[src/hdl/lbr_pkg.sv]
// shared types and constants of the lossy broadcast ring
package lbr_pkg;

    typedef enum logic [1:0] {
        KIND_SEND        = 2'd0,
        KIND_SUBSCRIBE   = 2'd1,
        KIND_UNSUBSCRIBE = 2'd2,
        KIND_RECEIVE     = 2'd3
    } t_kind;

    typedef enum logic [1:0] {
        ST_OK      = 2'd0,
        ST_EMPTY   = 2'd1,
        ST_NOT_SUB = 2'd2
    } t_status;

    localparam int unsigned RX_FIELD_W  = 3;
    localparam int unsigned MSG_W       = 64;
    localparam int unsigned LOST_W      = 31;
    localparam logic [LOST_W-1:0] LOST_MAX = {LOST_W{1'b1}};

    localparam int unsigned S_TDATA_W = 72;
    localparam int unsigned M_TDATA_W = 96;

endpackage

[src/hdl/lossy_broadcast_ring_unit.sv]
// lossy broadcast ring: one publisher, several receivers with private read cursors
//
// slave channel carries one request per beat: tuser holds the kind (send, subscribe,
// unsubscribe, receive), tdata holds the receiver index and the message word.
// master channel returns exactly one result beat per request, in order: tuser is the
// status (ok, nothing new, not subscribed), tdata holds the read data and the
// count of messages that were overwritten before the receiver got to them.
// a request is taken every cycle while the master side does not stall; a slave beat
// passes the input register, where the cursor read from the cursor memory comes back,
// then one pass of lag and slot logic into the result register, which also captures
// the registered read of the message memory.
// when the master side stalls, the result register holds, the input register fills,
// and then s_tready drops; no beat is dropped or repeated.
// reset clears the publish count, the active marks and both valid flags; the message
// and cursor memories are not cleared, a cursor is always written by its subscribe
// before it is used, and a slot is read only after a send wrote it.
module lossy_broadcast_ring_unit #(
    parameter int unsigned CAPACITY  = 16,
    parameter int unsigned RECEIVERS = 8
) (
    input  logic                     i_clk,
    input  logic                     i_rst_n,
    input  logic                     i_s_axis_tvalid,
    output logic                     o_s_axis_tready,
    input  logic [lbr_pkg::S_TDATA_W-1:0] i_s_axis_tdata,  // receiver[2:0], message[66:3], zero pad
    input  logic [1:0]               i_s_axis_tuser,  // kind[1:0]
    output logic                     o_m_axis_tvalid,
    input  logic                     i_m_axis_tready,
    output logic [lbr_pkg::M_TDATA_W-1:0] o_m_axis_tdata,  // read_data[63:0], lost_count[94:64], pad
    output logic [1:0]               o_m_axis_tuser   // status[1:0]
);
    import lbr_pkg::*;

    localparam int unsigned AW   = $clog2(CAPACITY);
    localparam int unsigned RX_W = (RECEIVERS > 1) ? $clog2(RECEIVERS) : 1;
    localparam logic [MSG_W-1:0] CAP_W = MSG_W'(CAPACITY);

    // storage
    logic [MSG_W-1:0] r_slot_mem   [CAPACITY];
    logic [MSG_W-1:0] r_cursor_mem [RECEIVERS];
    logic [RECEIVERS-1:0] r_active;
    logic [MSG_W-1:0] r_pub;

    // input register
    logic                  r_a_valid;
    t_kind                 r_a_kind;
    logic [RX_FIELD_W-1:0] r_a_rx;
    logic [MSG_W-1:0]      r_a_msg;
    logic [MSG_W-1:0]      r_a_cur_q;    // registered cursor memory read
    logic                  r_a_byp;      // cursor was rewritten at the read edge
    logic [MSG_W-1:0]      r_a_byp_cur;

    // result register
    logic                  r_b_valid;
    t_status               r_b_status;
    logic [LOST_W-1:0]     r_b_lost;
    logic                  r_b_has_data;
    logic [MSG_W-1:0]      r_rd;

    logic                  acc;
    logic                  adv;
    logic [RX_FIELD_W-1:0] in_rx;
    logic [RX_W-1:0]       in_idx;
    logic [RX_W-1:0]       a_idx;
    logic                  a_in_range;
    logic                  a_active;
    logic [MSG_W-1:0]      a_cur;
    logic [MSG_W-1:0]      a_lag;
    logic [MSG_W-1:0]      a_lost_full;
    logic                  a_over;
    logic                  a_caught;
    logic [LOST_W-1:0]     a_lost;
    logic [AW-1:0]         a_rd_addr;
    logic                  a_do_read;
    logic                  a_cur_wr;
    logic [MSG_W-1:0]      a_cur_wr_val;
    t_status               a_status;

    assign in_rx  = i_s_axis_tdata[RX_FIELD_W-1:0];
    assign in_idx = RX_W'(in_rx);

    // pipeline moves when the result register is free or being drained
    assign adv = r_a_valid && (!r_b_valid || i_m_axis_tready);
    assign o_s_axis_tready = !r_a_valid || adv;
    assign acc = i_s_axis_tvalid && o_s_axis_tready;

    // single pass over the item in the input register
    always_comb begin
        a_idx       = RX_W'(r_a_rx);
        a_in_range  = (32'(r_a_rx) < RECEIVERS);
        a_active    = r_active[a_idx];
        a_cur       = r_a_byp ? r_a_byp_cur : r_a_cur_q;
        a_lag       = r_pub - a_cur;               // modulo 2^64
        a_caught    = (a_lag == '0);
        a_over      = (a_lag > CAP_W);
        a_lost_full = a_lag - CAP_W;
        if (!a_over) begin
            a_lost = '0;
        end else if (|a_lost_full[MSG_W-1:LOST_W]) begin
            a_lost = LOST_MAX;
        end else begin
            a_lost = a_lost_full[LOST_W-1:0];
        end
        // after a jump the oldest live slot is publish_count - capacity, same low bits
        a_rd_addr    = a_over ? r_pub[AW-1:0] : a_cur[AW-1:0];
        a_do_read    = 1'b0;
        a_cur_wr     = 1'b0;
        a_cur_wr_val = a_over ? (r_pub - CAP_W + MSG_W'(1)) : (a_cur + MSG_W'(1));
        a_status     = ST_OK;
        unique case (r_a_kind)
            KIND_SEND: begin
                a_status = ST_OK;
            end
            KIND_SUBSCRIBE: begin
                a_status     = a_in_range ? ST_OK : ST_NOT_SUB;
                a_cur_wr     = a_in_range;
                a_cur_wr_val = r_pub;
            end
            KIND_UNSUBSCRIBE: begin
                a_status = a_in_range ? ST_OK : ST_NOT_SUB;
            end
            KIND_RECEIVE: begin
                if (!a_in_range || !a_active) begin
                    a_status = ST_NOT_SUB;
                end else if (a_caught) begin
                    a_status = ST_EMPTY;
                end else begin
                    a_status  = ST_OK;
                    a_do_read = 1'b1;
                    a_cur_wr  = 1'b1;
                end
            end
            default: a_status = ST_OK;
        endcase
    end

    // message memory: written by a send, read with registered data by a receive
    always_ff @(posedge i_clk) begin
        if (adv && r_a_kind == KIND_SEND) begin
            r_slot_mem[r_pub[AW-1:0]] <= r_a_msg;
        end
        if (adv && a_do_read) begin
            r_rd <= r_slot_mem[a_rd_addr];
        end
    end

    // cursor memory: read when a beat is taken, written when an item leaves stage a
    always_ff @(posedge i_clk) begin
        if (adv && a_cur_wr) begin
            r_cursor_mem[a_idx] <= a_cur_wr_val;
        end
        if (acc) begin
            r_a_cur_q <= r_cursor_mem[in_idx];
        end
    end

    // input register payload
    always_ff @(posedge i_clk) begin
        if (acc) begin
            r_a_kind    <= t_kind'(i_s_axis_tuser);
            r_a_rx      <= in_rx;
            r_a_msg     <= i_s_axis_tdata[RX_FIELD_W +: MSG_W];
            r_a_byp     <= adv && a_cur_wr && (r_a_rx == in_rx);
            r_a_byp_cur <= a_cur_wr_val;
        end
    end

    // result register payload
    always_ff @(posedge i_clk) begin
        if (adv) begin
            r_b_status   <= a_status;
            r_b_lost     <= a_do_read ? a_lost : '0;
            r_b_has_data <= a_do_read;
        end
    end

    // control state
    always_ff @(posedge i_clk) begin
        if (!i_rst_n) begin
            r_a_valid <= 1'b0;
            r_b_valid <= 1'b0;
            r_pub     <= '0;
            r_active  <= '0;
        end else begin
            if (acc) begin
                r_a_valid <= 1'b1;
            end else if (adv) begin
                r_a_valid <= 1'b0;
            end
            if (adv) begin
                r_b_valid <= 1'b1;
            end else if (i_m_axis_tready) begin
                r_b_valid <= 1'b0;
            end
            if (adv && r_a_kind == KIND_SEND) begin
                r_pub <= r_pub + MSG_W'(1);
            end
            if (adv && a_in_range && r_a_kind == KIND_SUBSCRIBE) begin
                r_active[a_idx] <= 1'b1;
            end
            if (adv && a_in_range && r_a_kind == KIND_UNSUBSCRIBE) begin
                r_active[a_idx] <= 1'b0;
            end
        end
    end

    assign o_m_axis_tvalid = r_b_valid;
    assign o_m_axis_tuser  = r_b_status;
    assign o_m_axis_tdata  = {1'b0, r_b_lost, (r_b_has_data ? r_rd : {MSG_W{1'b0}})};

`ifndef SYNTHESIS
    // only a successful receive carries data or a loss count
    a_result_shape: assert property (@(posedge i_clk) disable iff (!i_rst_n)
        r_b_valid && r_b_status != ST_OK |-> !r_b_has_data && r_b_lost == '0)
        else $error("non-ok result carries data or loss count");

    // each send that leaves stage a bumps the publish count by one
    a_pub_step: assert property (@(posedge i_clk) disable iff (!i_rst_n)
        adv && r_a_kind == KIND_SEND |=> r_pub == $past(r_pub) + MSG_W'(1))
        else $error("publish count did not advance on send");

    // publish count never moves without a send
    a_pub_hold: assert property (@(posedge i_clk) disable iff (!i_rst_n)
        !(adv && r_a_kind == KIND_SEND) |=> $stable(r_pub))
        else $error("publish count moved without a send");

    // a stalled result register keeps its content
    a_hold_b: assert property (@(posedge i_clk) disable iff (!i_rst_n)
        r_b_valid && !i_m_axis_tready |=> r_b_valid && $stable(r_b_status)
            && $stable(r_b_lost) && $stable(r_b_has_data))
        else $error("result register changed while stalled");
`endif

endmodule

[config.mk]
export PLATFORM = sky130hd
export DESIGN_NAME = lossy_broadcast_ring_unit
export DESIGN_NICKNAME = d
export VERILOG_FILES = /design/src/hdl/lbr_pkg.sv /design/src/hdl/lossy_broadcast_ring_unit.sv
export SDC_FILE = /design/constraint.sdc
export NUM_CORES = 2
export LEC_CHECK = 0
export ABC_CLOCK_PERIOD_IN_PS = 13490
export BUFFER_PORTS_ARGS = -buffer_cell sky130_fd_sc_hd__buf_2
export CAP_MARGIN = 30
export CORE_MARGIN = 2
export CORE_UTILIZATION = 33
export DETAILED_ROUTE_END_ITERATION = 8
export PLACE_DENSITY = 0.52
export SYNTH_ARGS = -nofsm -noshare
export SYNTH_HDL_FRONTEND = slang
export SYNTH_SLANG_ARGS = --single-unit
[constraint.sdc]
create_clock -name i_clk -period 13.49 [get_ports i_clk]
set_input_delay 0.6745 -clock i_clk [delete_from_list [all_inputs] [get_ports i_clk]]
set_output_delay 0.6745 -clock i_clk [all_outputs]
set_load 0.05 [all_outputs]
==> flow_summary.json <==
{
  "critPathSlowestCell": "nor4b_1",
  "cts_max_level": 4,
  "yosys.area_share.simple": 0.0730,
  "grt_pass1_vias": 47200,
  "hold_violations": 0,
  "synth-xor-area-share": 0.0193,
  "yosys.area.top_type_share": 0.676,
  "avgSynthCellArea_um2": 15.4,
  "cell_internal_pwr_mw": 9.79,
  "place_ws_ns": 3.93,
  "worst_pin_slew_ns": 1.13,
  "grt_max_degree": 131,
  "multi_input_area_um2": 23700,
  "antenna_found_initial": 11,
  "crit_arrival_ns": 10.20,
  "cp-start-kind": "flip-flop",
  "max_stage_delay_ns": 0.82,
  "synth-edff-count": 1832,
  "r2r_start": "r_a_byp",
  "vias_per_cell": 5.28,
  "grt_pass1_wl_um": 318000,
  "drc": 0,
  "fin_crit_sh": 0.716,
  "seq_area_frac_synth": 0.694,
  "clkTransAtPathRegs_ns": 0.06,
  "switching_share": 0.217,
  "hold_buffers": 54,
  "fin_tns_setup_ns": 0,
  "crit_family": "simple AND/OR/NAND/NOR gates",
  "core-area_um2": 246000,
  "fill_cells": 22900,
  "synth_nets": 5420,
  "status": "completed",
  "criticalPathCategory": "flip-flop to flip-flop",
  "synth-main-ff-cell": "edfxtp_1",
  "min_from": "i_s_axis_tdata[57]",
  "register_area_um2": 56500,
  "drt-pass1-iter-count": 5,
  "drt_wl_total_um": 217000,
  "gp_congestion": 0.925,
  "setup_viol": 0,
  "required_ns": 14.03,
  "grt_usage": 0.169,
  "synth_cells": 5271,
  "hold_depth": 1,
  "maxCapViolations": 0,
  "slew_viol_final": 0,
  "synth_cell_types": 91,
  "die_area_um2": 251000,
  "r2r-end": "r_rd[51]",
  "pwr-share-seq": 0.528,
  "power.leakage_nw": 33.2,
  "fmax_mhz": 104,
  "synthMuxAreaShare": 0.116,
  "synth_compound_area_frac": 0.0691,
  "path_buf_inv": 4,
  "portBuffers": 171,
  "clockPowerShare": 0.433,
  "finClkSkew_ns": 0.0785,
  "fin_ws_ns": 3.83,
  "path_cells": "buf_4 > mux2i_1 > ha_1 > nand4_1 > a2111oi_0 > o21ai_1 > a2111oi_0 > buf_4 > o311a_1 > a2111oi_0 > buf_1 > o21bai_1 > nand4b_1 > nor4b_1 > nand3_2 > and3_1 > nor2_4 > buf_4 > o22ai_1 > or4_1",
  "ys_seq_elements": 1906,
  "syn_to_final_growth_pct": 14.4,
  "nets": 5656,
  "endpoint_kind": "flip-flop",
  "dp_hpwl_um": 127000,
  "ir_drop_mv": 0.143,
  "hp-class": "input port to flip-flop",
  "die_h_um": 501,
  "yosysTopAreaCell": "edfxtp_1",
  "hold_path_end": "r_a_msg[54]",
  "layout_commonest_cell": "edfxtp_1",
  "p_sw_mw": 2.71,
  "synth_fa_ha_area_frac": 0.0110,
  "dp.cells": 8462,
  "antenna_left": 0,
  "rr_worst_depth": 20,
  "dr_total_vias": 46900,
  "finalPower_mw": 12.5,
  "drive_gt1_frac": 0.150,
  "cts_buffers": 203,
  "clock_path_buffers": 3,
  "cp_max_fo": 41,
  "num_rows": 182,
  "async_flop_share": 0,
  "postLayoutCellArea_um2": 93200,
  "initial_core_util": 0.331,
  "drt_iter0_markers": 3825,
  "overflow": 0,
  "cts_resized": 0,
  "syn_area_um2": 81400,
  "wl_per_cell_um": 24.4,
  "ios": 178,
  "rsz0062_at_grt": "false",
  "clk_latency_ns": 0.87,
  "clockRootBuffer": "clkbuf_16",
  "period_needed_ns": 9.66,
  "p_comb_frac": 0.038,
  "cts_setup_buffers": 0,
  "r2r_setup_slack_ns": 3.83,
  "cts.sinks": 1906,
  "final_cell_mix": "edfxtp_1, mux2i_1, o22ai_1",
  "synth_top_family_by_area": "multiplexers",
  "synth.area.top_cells": "edfxtp_1, mux2i_1, mux4_2",
  "final_util": 0.379,
  "power.density_nw_per_um2": 134,
  "cts_tree": "yes",
  "layout.cells.non_filler": 8892,
  "ys_warn_count": 0,
  "relSlewSlack": 0.248,
  "holdWs_ns": 0.0663,
  "dpl-instance-area_um2": 86100,
  "die_w_um": 501
}
==> sequential cells by signal, indices dropped and copies added (netlist names), 2 cells and up <==
name            count
r_a_byp_cur        64
r_active            8
a_idx               3
r_slot_mem       1024
r_b_lost           31
r_cursor_mem      512
r_a_kind            2
r_rd               64
r_pub              64
o_m_axis_tuser      2
r_a_msg            64
r_a_cur_q          64
==> synth_stat cells (17+ instances only) <==
master,n
xnor2_1,127
mux2_2,69
nor3_1,102
a21boi_0,17
nand4_1,59
a21o_1,38
mux2i_1,572
nor2_1,178
o21ai_0,147
edfxtp_1,1832
buf_2,70
xor2_1,52
a21oi_2,35
nor2b_1,34
o22ai_1,280
dfxtp_1,74
and2_1,135
ha_1,70
nor4_1,31
or4_1,79
clkbuf_1,188
buf_1,32
nand2_1,222
mux4_2,130
o211ai_1,23
or3_1,36
and3_1,47
inv_1,51
a21oi_1,198
nand3_1,83
==> worst max path at each step <==
stage | from | end | slack, ns | cells after the start
after floorplan | r_a_byp | r_cursor_mem[3][0] | 1.93 | 26
final | r_a_byp | r_rd[51] | 3.83 | 20
after global placement | r_a_byp | r_rd[45] | 3.85 | 19
after CTS | r_a_byp | r_rd[55] | 3.87 | 20
after detailed placement | r_a_byp | r_rd[56] | 3.93 | 20
after global routing | r_a_byp | r_rd[50] | 3.36 | 20
==> routing by layer <==
| metal | wire [um] | track usage | up-vias |
|---|---|---|---|
| li1 | - | - | 21300 |
| met1 | 98200 | 0.229 | 24200 |
| met2 | 105000 | 0.285 | 1127 |
| met3 | 9640 | 0.0243 | 272 |
| met4 | 4110 | 0.0408 | 0 |
| met5 | 0 | 0 | - |
==> final cells by class <==
class,count,share of cell area
clock inverters,109,0.0120
clock buffers,260,0.0577
multi-input cells,3016,0.254
diodes,1,0.0000269
well taps,3220,0.0432
repair buffers,329,0.0243
flip-flops and latches,1906,0.606
inverters,51,0.00205
==> power groups by stage <==
stage | clock network, mW | logic, mW | registers (mW)
after floorplan | 0 | 0.301 | 6.72
after global routing | 5.77 | 0.518 | 6.61
after CTS | 5.54 | 0.484 | 6.60
final | 5.42 | 0.479 | 6.60
after detailed placement | 0 | 0.468 | 6.72
after global placement | 0 | 0.463 | 6.72
==> logic make-up (layout without fill, tap and decap cells) <==
family,count (synthesis),in the layout
mux,771,771
xor+xnor,179,179
flops,1906,1906
compound gates,891,891
simple gates,1103,1103
fa+ha+maj,71,71
other cells,1,2
buf+inv,349,749
Note: power is estimated with default switching activity, not from simulation.
